[src/design/txcon_pkg.sv]
// ----------------------------------------------------------------------------
// txcon_pkg
// Shared types and constants of the text console: character and action codes,
// field widths, sequencer states and the result bundle.
// ----------------------------------------------------------------------------
package txcon_pkg;

  localparam int unsigned CHAR_W   = 8;
  localparam int unsigned INDEX_W  = 12;
  localparam int unsigned CURSOR_W = 12;

  localparam logic [CHAR_W-1:0] CHAR_BLANK = 8'h20;
  localparam logic [CHAR_W-1:0] CHAR_BS    = 8'd8;
  localparam logic [CHAR_W-1:0] CHAR_DEL   = 8'd127;
  localparam logic [CHAR_W-1:0] CHAR_CR    = 8'd13;
  localparam logic [CHAR_W-1:0] CHAR_LF    = 8'd10;

  localparam logic ACT_PUT  = 1'b0;
  localparam logic ACT_READ = 1'b1;

  typedef enum logic [2:0] {
    ST_CLEAR,
    ST_IDLE,
    ST_READ,
    ST_LINEFEED,
    ST_SCROLL,
    ST_EMIT
  } state_e;

  typedef struct packed {
    logic [CURSOR_W-1:0] cursor;
    logic [CHAR_W-1:0]   read_char;
    logic                scrolled;
  } res_t;

endpackage

[src/design/txcon_seq.sv]
// ----------------------------------------------------------------------------
// txcon_seq
// Request sequencer: cursor and column registers, clearing pass, line feed
// blanking and the scroll copy sweep over the cell store.
// ----------------------------------------------------------------------------
module txcon_seq import txcon_pkg::*; #(
  parameter int unsigned LINE_CELLS  = 128,
  parameter int unsigned TOTAL_CELLS = 4096
) (
  input  logic                           clk_i,
  input  logic                           rst_ni,
  input  logic                           in_valid_i,
  output logic                           in_stall_o,
  input  logic                           action_i,
  input  logic [CHAR_W-1:0]              char_code_i,
  input  logic [INDEX_W-1:0]             read_index_i,
  output logic                           res_valid_o,
  input  logic                           res_ready_i,
  output res_t                           res_o,
  output logic                           mem_we_o,
  output logic [$clog2(TOTAL_CELLS)-1:0] mem_waddr_o,
  output logic [CHAR_W-1:0]              mem_wdata_o,
  output logic [$clog2(TOTAL_CELLS)-1:0] mem_raddr_o,
  input  logic [CHAR_W-1:0]              mem_rdata_i
);

  localparam int unsigned IDX_W     = $clog2(TOTAL_CELLS);
  localparam int unsigned COL_W     = $clog2(LINE_CELLS);
  localparam int unsigned SCROLL_AT = TOTAL_CELLS - LINE_CELLS;
  localparam int unsigned HOME      = TOTAL_CELLS - 2 * LINE_CELLS;
  localparam int unsigned HOME_COL  = HOME % LINE_CELLS;

  state_e              state_q, state_d;
  logic [IDX_W-1:0]    cursor_q, cursor_d;
  logic [COL_W-1:0]    col_q, col_d;
  logic [IDX_W-1:0]    cnt_q, cnt_d;
  logic                oor_q, oor_d;
  logic [CHAR_W-1:0]   rchar_q, rchar_d;
  logic                scrolled_q, scrolled_d;
  logic                rd_in_range;
  logic                col_last;

  assign rd_in_range = ({20'd0, read_index_i} < 32'(TOTAL_CELLS));
  assign col_last    = (col_q == COL_W'(LINE_CELLS - 1));

  always_ff @(posedge clk_i or negedge rst_ni) begin
    if (!rst_ni) begin
      state_q  <= ST_CLEAR;
      cursor_q <= '0;
      col_q    <= '0;
      cnt_q    <= '0;
    end else begin
      state_q  <= state_d;
      cursor_q <= cursor_d;
      col_q    <= col_d;
      cnt_q    <= cnt_d;
    end
  end

  always_ff @(posedge clk_i) begin
    oor_q      <= oor_d;
    rchar_q    <= rchar_d;
    scrolled_q <= scrolled_d;
  end

  always_comb begin
    state_d     = state_q;
    cursor_d    = cursor_q;
    col_d       = col_q;
    cnt_d       = cnt_q;
    oor_d       = oor_q;
    rchar_d     = rchar_q;
    scrolled_d  = scrolled_q;
    mem_we_o    = 1'b0;
    mem_waddr_o = cursor_q;
    mem_wdata_o = CHAR_BLANK;
    mem_raddr_o = IDX_W'(read_index_i);
    in_stall_o  = 1'b1;
    res_valid_o = 1'b0;

    case (state_q)
      ST_CLEAR: begin
        mem_we_o    = 1'b1;
        mem_waddr_o = cnt_q;
        cnt_d       = cnt_q + IDX_W'(1);
        if (cnt_q == IDX_W'(TOTAL_CELLS - 1)) begin
          cnt_d   = '0;
          state_d = ST_IDLE;
        end
      end

      ST_IDLE: begin
        in_stall_o = 1'b0;
        if (in_valid_i) begin
          rchar_d    = '0;
          scrolled_d = 1'b0;
          if (action_i == ACT_READ) begin
            oor_d   = !rd_in_range;
            state_d = ST_READ;
          end else begin
            case (char_code_i)
              CHAR_BS, CHAR_DEL: begin
                if (col_q != '0) begin
                  cursor_d    = cursor_q - IDX_W'(1);
                  col_d       = col_q - COL_W'(1);
                  mem_we_o    = 1'b1;
                  mem_waddr_o = cursor_q - IDX_W'(1);
                end
              end
              CHAR_CR: begin
                cursor_d = cursor_q - IDX_W'(col_q);
                col_d    = '0;
              end
              CHAR_LF: begin
                state_d = ST_LINEFEED;
              end
              default: begin
                mem_we_o    = 1'b1;
                mem_wdata_o = char_code_i;
                cursor_d    = cursor_q + IDX_W'(1);
                col_d       = col_last ? '0 : col_q + COL_W'(1);
              end
            endcase
            if (char_code_i != CHAR_LF) begin
              if (cursor_d >= IDX_W'(SCROLL_AT)) begin
                // prime the read of the first source cell
                scrolled_d  = 1'b1;
                cnt_d       = '0;
                mem_raddr_o = IDX_W'(LINE_CELLS);
                state_d     = ST_SCROLL;
              end else begin
                state_d = ST_EMIT;
              end
            end
          end
        end
      end

      ST_READ: begin
        rchar_d = oor_q ? '0 : mem_rdata_i;
        state_d = ST_EMIT;
      end

      ST_LINEFEED: begin
        // blank one cell a cycle up to the end of the line
        mem_we_o = 1'b1;
        cursor_d = cursor_q + IDX_W'(1);
        col_d    = col_q + COL_W'(1);
        if (col_last) begin
          col_d = '0;
          if (cursor_d >= IDX_W'(SCROLL_AT)) begin
            scrolled_d  = 1'b1;
            cnt_d       = '0;
            mem_raddr_o = IDX_W'(LINE_CELLS);
            state_d     = ST_SCROLL;
          end else begin
            state_d = ST_EMIT;
          end
        end
      end

      ST_SCROLL: begin
        // copy cell cnt+LINE down to cnt, read one ahead; blank the last line
        mem_we_o    = 1'b1;
        mem_waddr_o = cnt_q;
        mem_wdata_o = (cnt_q < IDX_W'(SCROLL_AT)) ? mem_rdata_i : CHAR_BLANK;
        mem_raddr_o = IDX_W'({1'b0, cnt_q} + (IDX_W + 1)'(LINE_CELLS + 1));
        cnt_d       = cnt_q + IDX_W'(1);
        if (cnt_q == IDX_W'(TOTAL_CELLS - 1)) begin
          cnt_d    = '0;
          cursor_d = IDX_W'(HOME);
          col_d    = COL_W'(HOME_COL);
          state_d  = ST_EMIT;
        end
      end

      ST_EMIT: begin
        res_valid_o = 1'b1;
        if (res_ready_i) begin
          state_d = ST_IDLE;
        end
      end

      default: begin
        state_d = ST_IDLE;
      end
    endcase
  end

  assign res_o.cursor    = CURSOR_W'(cursor_q);
  assign res_o.read_char = rchar_q;
  assign res_o.scrolled  = scrolled_q;

  a_cursor_above_last_line: assert property (@(posedge clk_i) disable iff (!rst_ni)
    (state_q == ST_IDLE) |-> (cursor_q < IDX_W'(SCROLL_AT)))
    else $error("cursor rests on the last line");

  a_col_in_line: assert property (@(posedge clk_i) disable iff (!rst_ni)
    col_q < COL_W'(LINE_CELLS - 1) || col_q == COL_W'(LINE_CELLS - 1))
    else $error("column outside the line");

  a_scroll_lands_home: assert property (@(posedge clk_i) disable iff (!rst_ni)
    (state_q == ST_SCROLL && cnt_q == IDX_W'(TOTAL_CELLS - 1))
    |=> (state_q == ST_EMIT && cursor_q == IDX_W'(HOME) && scrolled_q))
    else $error("scroll did not finish at the home line");

  a_no_write_while_reporting: assert property (@(posedge clk_i) disable iff (!rst_ni)
    (state_q == ST_READ || state_q == ST_EMIT) |-> !mem_we_o)
    else $error("store written while a result is pending");

endmodule
[config.mk]
export PLATFORM = sky130hd
export DESIGN_NAME = txcon_seq
export DESIGN_NICKNAME = d
export VERILOG_FILES = /design/src/design/txcon_pkg.sv /design/src/design/txcon_seq.sv
export SDC_FILE = /design/constraint.sdc
export NUM_CORES = 1
export LEC_CHECK = 0
export BUFFER_PORTS_ARGS = -buffer_cell sky130_fd_sc_hd__buf_2
export CAP_MARGIN = 20
export CORE_MARGIN = 2
export CORE_UTILIZATION = 52
export DETAILED_ROUTE_END_ITERATION = 10
export GPL_TIMING_DRIVEN = 1
export PLACE_DENSITY = 0.78
export SLEW_MARGIN = 20
export SYNTH_ARGS = -nofsm -noshare
export SYNTH_HDL_FRONTEND = slang
export SYNTH_SLANG_ARGS = --single-unit
[constraint.sdc]
create_clock -name clk_i -period 3.78 [get_ports clk_i]
set_clock_uncertainty 0.1 [all_clocks]
set_input_delay 0.189 -clock clk_i [delete_from_list [all_inputs] [get_ports clk_i]]
set_output_delay 0.189 -clock clk_i [all_outputs]
set_load 0.02 [all_outputs]
==> impl_metrics.ini, run 1 <==
[outcome]
outcome = finished clean

[detailed_routing]
drc_errors = 0
final_antenna_net_count = 0
wirelength_mm = 16.2
viasPerCell = 6.68
vias = 5254
drtPass1Iterations = 5
drtIter0Drc = 477
routedWlPerCell_um = 20.7

[setup_path]
critical_path_class = reg -> out
worst_setup_path_start_kind = flip-flop
path_buf_inv = 3
reg2reg_slack_ns = 0.35
crit_fanout = 11
critPathSlowestCell = dfrtp_1
r2r-start = cursor_q[4]
startpoint = col_q[1]
crit_required_ns = 3.49
cp_top_family = compound AO/OA/AOI/OAI gates
arrival_ns = 3.39
slowest_delay_ns = 0.42
end_kind = output port
path_cells = inv_2, ha_2, or3b_4, o211ai_4, o31a_1, o21ai_0, a221o_2, o2111a_2, a41oi_4, o21ai_4, buf_12, o22ai_2, buf_2

[floorplanning]
chipHeight_um = 96.6
core_area_mm2 = 0.00826
initial_core_util = 0.540
pin_count = 89
die_area_mm2 = 0.00933
die_w_um = 96.6
num_rows = 33

[clocking]
clk_latency_ns = 0.31
cts_root_buf = clkbuf_8
cts_tree = done
htreeDepth = 2
cts.sinks = 43
clock_path_buffers = 2
clk_pin_slew_ns = 0.10
cts_buffers = 5

[yosys]
postSynthCellCount = 592
synthXorXnorAreaFrac = 0.0452
synth_area_mm2 = 0.00446
synth_top_family_by_area = compound AO/OA/AOI/OAI gates
ys_seq_area_frac = 0.251
synth_fa_ha_area_frac = 0.0381
yosysUniqueCellTypes = 77
synth_flop_cell = dfrtp_1
syn_area_per_cell_um2 = 7.53
synth_edf_count = 9
synth_warnings = 0
synth_seq_cells = 43
synth_mux_area_frac = 0
synthSimpleGateAreaFrac = 0.275
syn_nets = 638
synth_compound_gate_area_share = 0.325
async_reset_ff_frac = 0.791

[pwr]
max-vdd-ir-drop_mv = 0.338
p_per_area_mw_per_mm2 = 814
p_leak_nw = 2.22
total_power_mw = 4.41

[sta]
period_share = 0.973
worst_pin_slew_ns = 0.876
period_minus_slack_ns = 3.68
fmax_mhz = 272
relSlewSlack = 0.416
setup_viol = 0
worst_slack_ns = 0.103
final_hold_viol_count = 0
report.final.slew_viol_count = 0

[placement]
dp_cells = 774
dp_worst_setup_slack_ns = -0.0883
post_dp_cell_area_mm2 = 0.00507
hpwlAfterDp_mm = 11.9
port-buffer-count = 88
place_congestion = 0.992

[layout]
seq_area_mm2 = 0.00112
utilization = 0.656
area_delta_synth_final_pct = 21.5
design_area_mm2 = 0.00542
stdcell_count = 786
final.fill_count = 733
n_antenna_cell = 0
final_layout_size_suffix_gt1_frac = 0.258
multi_input_area_mm2 = 0.00318
nNetsFinal = 726

[global_routing]
grt_pass1_vias = 4775
grt_first_pass_wirelength_mm = 25.3
grt_max_degree = 35
grt.overflow.total = 0
antenna_found_initial = 0
track_usage = 0.333

[min_path]
min_path_type = in -> reg
hp-start = mem_rdata_i[0]

[run]
maxCapViolCount = 0
==> registers in the layout, indices dropped and copies added, names as in the netlist <==
name / flops
col_q: 7
scrolled_q: 1
cursor_q: 12
cnt_q: 12
rchar_q: 8
state_q: 3
==> cell type report <==
| cell class | count | area share |
|---|---|---|
| multi-input cells | 480 | 0.588 |
| flip-flops and latches | 43 | 0.207 |
| repair buffers | 122 | 0.137 |
| well taps | 105 | 0.0242 |
| inverters | 28 | 0.0194 |
| clock buffers | 6 | 0.0134 |
| clock inverters | 2 | 0.0111 |
==> per-stage QoR <==
stage               setup TNS, ns  hold slack [ns]
finish                          0           0.0753
global route              -0.0414           0.0842
CTS                             0           0.0720
detailed placement         -0.613            0.241
global placement                0            0.236
floorplan                       0           -0.207
==> cell families after synthesis <==
kind of cell / count (synthesis)
flip-flops: 43
AO/OA/AOI/OAI: 204
AND/OR/NAND/NOR: 240
adder cells (fa/ha/maj): 13
XOR/XNOR: 23
buffers and inverters: 69
==> routing by layer <==
metal	vias up	global-route usage	routed length, um
met5	-	0	0
li1	2398	-	-
met2	285	0.555	7880
met3	40	0.0397	1430
met4	0	0.0997	376
met1	2531	0.455	6560
==> repair_timing <==
action	CTS	global route
setup buffers	1	2
pin swaps	2	11
endpoints found under the hold margin	34	0
gates cloned	0	0
resized for setup	8	28
hold buffers	1	0
setup endpoints to repair	12	12
==> layout by cell type (no fill, tap or decap), types with 9 or more instances in the layout <==
master and n:
o21ai_0 43, nand3_1 26, a21oi_1 39, and3_1 9, and2_1 11, o22ai_2 10, ha_1 10, nor3_1 17
edfxtp_1 9, nor2_1 54, buf_4 35, or3_1 12, o31ai_1 9, a221o_1 9, buf_2 81, o22ai_1 9
inv_1 26, dfrtp_1 33, a22o_1 11, nand2_1 65, xor2_1 11, xnor2_1 12
==> cells in the mapped netlist, types with 4 or more instances <==
master,number,area share
o22ai_2,10,0.028
nor4_1,7,0.0098
a221oi_1,4,0.0079
and3_1,9,0.013
xnor2_1,12,0.024
o32ai_1,5,0.0098
o21ai_0,43,0.048
ha_1,12,0.034
o21ai_1,8,0.0090
nand2_1,65,0.055
buf_2,9,0.010
a31oi_1,7,0.0098
clkbuf_1,27,0.023
a221o_1,9,0.020
and2_1,11,0.015
dfrtp_1,34,0.19
o22ai_1,9,0.013
nand3_1,26,0.029
nor3_1,18,0.020
a22o_1,11,0.022
or3_1,12,0.017
o31ai_1,9,0.015
a22oi_1,4,0.0067
edfxtp_1,9,0.061
o21a_1,4,0.0067
nand4_1,8,0.011
a211oi_1,4,0.0067
xor2_1,11,0.022
a21oi_1,42,0.047
inv_1,27,0.023
nor2_1,54,0.045
==> final timing paths <==
kind                                        to  cells after the start
worst max-delay path            mem_raddr_o[4]                     13
worst min-delay path                rchar_q[0]                      2
worst max register to register       cnt_q[11]                     10
worst min register to register        col_q[5]                      1
max in group asynchronous             col_q[0]                      2
min in group asynchronous           state_q[2]                      2
==> worst reg2reg max path, cell delays in order, from the launching register on <==
cell and delay, ns:
dfrtp_1 0.42, buf_4 0.22, nand3_1 0.23, or3_1 0.46, xnor2_1 0.15, o211ai_1 0.21
nor4_2 0.45, nand3_1 0.37, and3_1 0.34, a221oi_2 0.23, o21ai_1 0.12
==> where the power goes <==
| part | internal [mW] | switching [mW] |
|---|---|---|
| clock | 0.265 | 0.188 |
| combinational | 1.14 | 1.88 |
| sequential | 0.654 | 0.283 |
| total | 2.06 | 2.35 |
Note: power is estimated with default switching activity, not from simulation.
==> inputs of run 2 (changes only) <==
--- a/config.mk
+++ b/config.mk
@@ -10,4 +10,5 @@
 export CORE_MARGIN = 2
 export CORE_UTILIZATION = 52
+export CTS_BUF_LIST = sky130_fd_sc_hd__clkbuf_4 sky130_fd_sc_hd__clkbuf_8
 export DETAILED_ROUTE_END_ITERATION = 10
 export GPL_TIMING_DRIVEN = 1
==> constraint.sdc (replaced) <==
create_clock -name clk_i -period 3.78 [get_ports clk_i]
set_clock_uncertainty 0.1 [all_clocks]
set_input_delay 0.756 -clock clk_i [delete_from_list [all_inputs] [get_ports clk_i]]
set_output_delay 0.756 -clock clk_i [all_outputs]
set_load 0.02 [all_outputs]
==> run 2 against run 1 <==
Effect of this change: combinational power rose by 17%; cell area up 14%; wire length rose by 3.0%; maximum frequency decreased by 14%; register-to-register slack got worse by 0.02 ns; power rose by 7.6%; critical path type unchanged; the run now ends with setup timing left; global-route usage increased by 0.61 points; clock power fell by 30%; worst hold slack better by 0.40 ns; core utilization is 9.0 points higher.
==> impl_metrics.ini, run 2 (synthesis results as in run 1) <==
[clocking]
clk_pin_slew_ns = 0.10
cts_hold_buffers = 0
cts_tree = done
htreeDepth = 2
cts_root_buf = clkbuf_8
clk_latency_ns = 0.31
clock_path_buffers = 2
cts_buffers = 5
cts.sinks = 43

[setup_path]
r2r_end = cnt_q[2]
crit_fanout = 11
arrival_ns = 3.42
worst_setup_path_start_kind = flip-flop
path_cells = or2_1, or4_1, buf_4, o311a_1, a211oi_2, nand3_1, o2111a_2, a41oi_2, o21ai_2, buf_12, o22ai_4, buf_6
r2r_cells = 15
reg2reg_slack_ns = 0.33
crit_required_ns = 2.92
critical_path_class = reg -> out
r2r-start = cursor_q[0]
end_kind = output port
slowest_delay_ns = 0.43
critPathSlowestCell = dfrtp_1

[floorplanning]
num_rows = 33
die_area_mm2 = 0.00933
die_w_um = 96.6
chipHeight_um = 96.6
core_area_mm2 = 0.00826
initial_core_util = 0.540
pin_count = 89

[layout]
final_common_cell = buf_4
top_regs = cnt_q: 12 flops, cursor_q: 12 flops, rchar_q: 8 flops
final.fill_count = 609
n_antenna_cell = 0
nNetsFinal = 794
mostFrequentLayoutCells = buf_4 (96), buf_2 (69), nand2_1 (63), nor2_1 (52), a21oi_1 (40)
design_area_mm2 = 0.00616
final_layout_size_suffix_gt1_frac = 0.354
area_delta_synth_final_pct = 38.2

[detailed_routing]
drc_errors = 0
wirelength_mm = 16.7
viasPerCell = 6.64
final_antenna_net_count = 0
vias = 5669
routedWlPerCell_um = 19.6
drtPass1Iterations = 8
drtIter0Drc = 660

[global_routing]
grt_max_degree = 35
track_usage = 0.339
grt_pass1_vias = 5080
grt_first_pass_wirelength_mm = 26.3
grt.overflow.total = 0
antenna_found_initial = 0

[placement]
post_dp_cell_area_mm2 = 0.00567
port-buffer-count = 88
hpwlAfterDp_mm = 12.4
place_congestion = 0.956

[sta]
report.final.slew_viol_count = 0
period_share = 1.13
setup_viol = 12
grt_setup_unrepaired = yes
worst_pin_slew_ns = 0.961
fmax_mhz = 234
worst_slack_ns = -0.498
period_minus_slack_ns = 4.28
relSlewSlack = 0.359
final_hold_viol_count = 0

[pwr]
max-vdd-ir-drop_mv = 0.464
p_per_area_mw_per_mm2 = 770
total_power_mw = 4.75
p_leak_nw = 2.62

[min_path]
min_path_type = in -> async

[run]
maxCapViolCount = 0

[outcome]
violations = setup timing
outcome = finished with violations
-- run 2: critical path, delay by kind of cell, from the launching register on --
kind                   cells  cell delay (ns)
DFF                        1             0.43
and+or+nand+nor            3             0.85
AOI/OAI and AO/OA          6             1.28
buffers and inverters      3             0.55
-- run 2: timing repair --
action | 4_1_cts | 5_1_grt
pin swaps | 9 | 16
resized for setup | 38 | 58
buffers inserted | 2 | 9
endpoints found under the setup margin | 20 | 25
cloned | 0 | 0
-- run 2: layout make-up --
cell class / instances / area, um2 / area share
multi-input cells: 480 / 3350 / 0.544
clock inverters: 2 / 12.5 / 0.00203
well taps: 105 / 131 / 0.0213
inverters: 28 / 108 / 0.0175
flip-flops and latches: 43 / 1120 / 0.182
repair buffers: 190 / 1360 / 0.221
clock buffers: 6 / 76.3 / 0.0124
-- run 2: worst max path at each step --
| stage | to | from |
|---|---|---|
| after floorplan | mem_raddr_o[10] | char_code_i[6] |
| after global placement | mem_raddr_o[10] | char_code_i[6] |
| after detailed placement | mem_raddr_o[10] | char_code_i[6] |
| after CTS | mem_raddr_o[0] | cursor_q[0] |
| after global routing | mem_raddr_o[10] | col_q[4] |
| final | mem_raddr_o[10] | cursor_q[3] |
-- run 2: power breakdown --
group / total, mW / switching, mW / internal (mW)
sequential: 0.899 / 0.244 / 0.655
clock: 0.318 / 0.181 / 0.137
combinational: 3.53 / 2.06 / 1.47
total: 4.75 / 2.49 / 2.26
-- run 2: per-layer routing --
layer	wire [um]	GRT usage	up-vias
met5	0	0	-
met4	560	0.106	0
met3	1750	0.0477	63
met2	8000	0.567	414
met1	6420	0.456	2661
li1	-	-	2531
-- run 2: per-stage QoR --
| stage | std cells | setup WS, ns | hold WS (ns) | utilization | setup TNS (ns) |
|---|---|---|---|---|---|
| 2_1_floorplan | 592 | -0.0782 | 0.360 | - | -0.710 |
| 3_3_place_gp | 836 | -0.321 | 0.449 | 0.686 | -3.74 |
| 3_5_place_dp | 836 | -0.426 | 0.452 | 0.686 | -5.08 |
| 4_1_cts | 846 | -0.422 | 0.471 | 0.713 | -4.82 |
| 5_1_grt | 854 | -0.585 | 0.499 | 0.746 | -6.92 |
| 6_report | 854 | -0.498 | 0.470 | 0.746 | -5.54 |
==> inputs of run 3 (changes only) <==
PLACE_DENSITY = 0.81   (was 0.78)
clock period = 3.6 ns   (was 3.78 ns; I/O delays follow)
==> run 3 against run 2 <==
Effect of this change: the run still ends with setup timing left; critical path type unchanged; cell area rose by 0.32%; clock-buffer cell count did not move; critical path depth rose by 1; cell count rose by 0.59%; register-to-register slack got worse by 0.09 ns; flip-flop and latch count did not move; clock power rose by 6.6%; first-iteration DRC count rose by 34%; combinational power rose by 9.3%; sequential power rose by 6.8%; global-route usage rose by 1.1 points; setup slack got worse by 0.19 ns.
==> impl_metrics.ini, run 3 (synthesis results as in run 1) <==
[outcome]
outcome = finished with violations
violations = setup timing

[clocking]
clock_path_buffers = 2
cts.sinks = 43
clk_pin_slew_ns = 0.10
cts_root_buf = clkbuf_8
cts_tree = done
cts_buffers = 5
clk_latency_ns = 0.31
htreeDepth = 2
cts_hold_buffers = 0

[setup_path]
path_common_cell = buf_6
slowest_delay_ns = 0.42
path_cells = buf_4, or2_4, or4_4, buf_6, nor3_2, xnor2_1, o221ai_1, o2111a_2, a41oi_2, o21ai_2, buf_12, o22ai_4, buf_6
critPathSlowestCell = or4_4
end_kind = output port
r2r_end = cnt_q[4]
critical_path_class = reg -> out
arrival_ns = 3.47
worst_setup_path_start_kind = flip-flop
r2r_cells = 14
path_buf_inv = 4
cp_top_family = compound AO/OA/AOI/OAI gates
reg2reg_slack_ns = 0.24
crit_fanout = 11
crit_required_ns = 2.78
r2r-start = cursor_q[0]

[placement]
place_congestion = 1.00
port-buffer-count = 88
hpwlAfterDp_mm = 12.7

[global_routing]
grt.overflow.total = 0
grt_pass1_vias = 5354
grt_first_pass_wirelength_mm = 27.0
grt_max_degree = 35
track_usage = 0.350
antenna_found_initial = 0

[floorplanning]
die_area_mm2 = 0.00933
initial_core_util = 0.540
core_area_mm2 = 0.00826
chipHeight_um = 96.6
pin_count = 89
num_rows = 33
die_w_um = 96.6

[sta]
setup_viol = 14
fmax_mhz = 233
final_hold_viol_count = 0
relSlewSlack = 0.414
grt_setup_unrepaired = yes
worst_slack_ns = -0.693
timing.hold.ws_ns = 0.421
period_share = 1.19
period_minus_slack_ns = 4.29
worst_pin_slew_ns = 0.878
report.final.slew_viol_count = 0

[layout]
n_antenna_cell = 0
nNetsFinal = 799
area_delta_synth_final_pct = 38.6
mostFrequentLayoutCells = buf_4 (100), buf_2 (76), nand2_1 (63), nor2_1 (51), a21oi_1 (38)
final_layout_size_suffix_gt1_frac = 0.366
top_regs = cnt_q: 12 flops, cursor_q: 12 flops, rchar_q: 8 flops
final_common_cell = buf_4

[min_path]
min_path_type = in -> async

[detailed_routing]
final_antenna_net_count = 0
routedWlPerCell_um = 20.3
drtIter0Drc = 883
viasPerCell = 6.67
wirelength_mm = 17.4
drc_errors = 0
vias = 5733
drtPass1Iterations = 6

[pwr]
netSwitchingFraction = 0.524
p_sw_mw = 2.70
pwr-share-seq = 0.186
max-vdd-ir-drop_mv = 0.434
total_power_mw = 5.16
internal-power_mw = 2.45
p_clk_frac = 0.066
p_leak_nw = 2.61
p_per_area_mw_per_mm2 = 834
combPwrFrac = 0.748

[run]
maxCapViolCount = 0
-- run 3: cell types whose count changed in the layout (fill, tap and decap cells not counted), sizes merged --
cell	previous run	this run
inv	27	28
clkinvlp	1	0
buf	190	195
-- run 3: worst max-delay path by stage --
| stage | start | endpoint | slack (ns) | cells past startpoint |
|---|---|---|---|---|
| 3_3_place_gp | char_code_i[1] | mem_raddr_o[10] | -0.44 | 11 |
| 5_1_grt | cursor_q[2] | mem_raddr_o[10] | -0.77 | 13 |
| 6_report | cursor_q[2] | mem_raddr_o[10] | -0.69 | 13 |
| 3_5_place_dp | char_code_i[1] | mem_raddr_o[8] | -0.51 | 11 |
| 4_1_cts | col_q[0] | mem_raddr_o[10] | -0.60 | 13 |
| 2_1_floorplan | cursor_q[0] | mem_raddr_o[10] | -0.21 | 13 |
-- run 3: metal layers --
metal | GRT usage | up-vias | wire length, um
met5 | 0 | - | 0
met4 | 0.135 | 0 | 723
met3 | 0.0556 | 81 | 1810
met2 | 0.574 | 461 | 8270
met1 | 0.465 | 2649 | 6590
li1 | - | 2542 | -
-- run 3: power groups by stage --
stage | Clock [mW] | Sequential, mW | Combinational [mW]
4_1_cts | 0.337 | 0.946 | 3.55
3_3_place_gp | 0 | 0.944 | 3.28
5_1_grt | 0.357 | 0.989 | 4.10
2_1_floorplan | 0 | 0.951 | 2.13
3_5_place_dp | 0 | 0.956 | 3.38
6_report | 0.339 | 0.960 | 3.86
-- run 3: through the flow --
step	instance area, um2	worst slack [ns]	util	setup TNS, ns	std cells
after floorplan	4590	-0.214	-	-2.09	592
after global placement	5710	-0.443	0.692	-5.04	841
final	6180	-0.693	0.749	-7.89	859
after detailed placement	5710	-0.510	0.692	-5.93	841
after CTS	5960	-0.595	0.722	-7.14	852
after global routing	6180	-0.771	0.749	-9.41	859
-- run 3: area by class of cell --
| cell class | instances | area, um2 |
|---|---|---|
| Tap cell | 105 | 131 |
| Multi-Input combinational cell | 480 | 3380 |
| Clock buffer | 6 | 76.3 |
| Clock inverter | 2 | 11.3 |
| Sequential cell | 43 | 1120 |
| Fill cell | 632 | 2070 |
| Inverter | 28 | 108 |
| Timing Repair Buffer | 195 | 1350 |
-- run 3: timing repair --
item                                    CTS  global route
setup buffers                             3             6
gates resized for setup                  41            40
endpoints found under the setup margin   17            31
pin swaps                                 5            12
gates cloned                              0             1
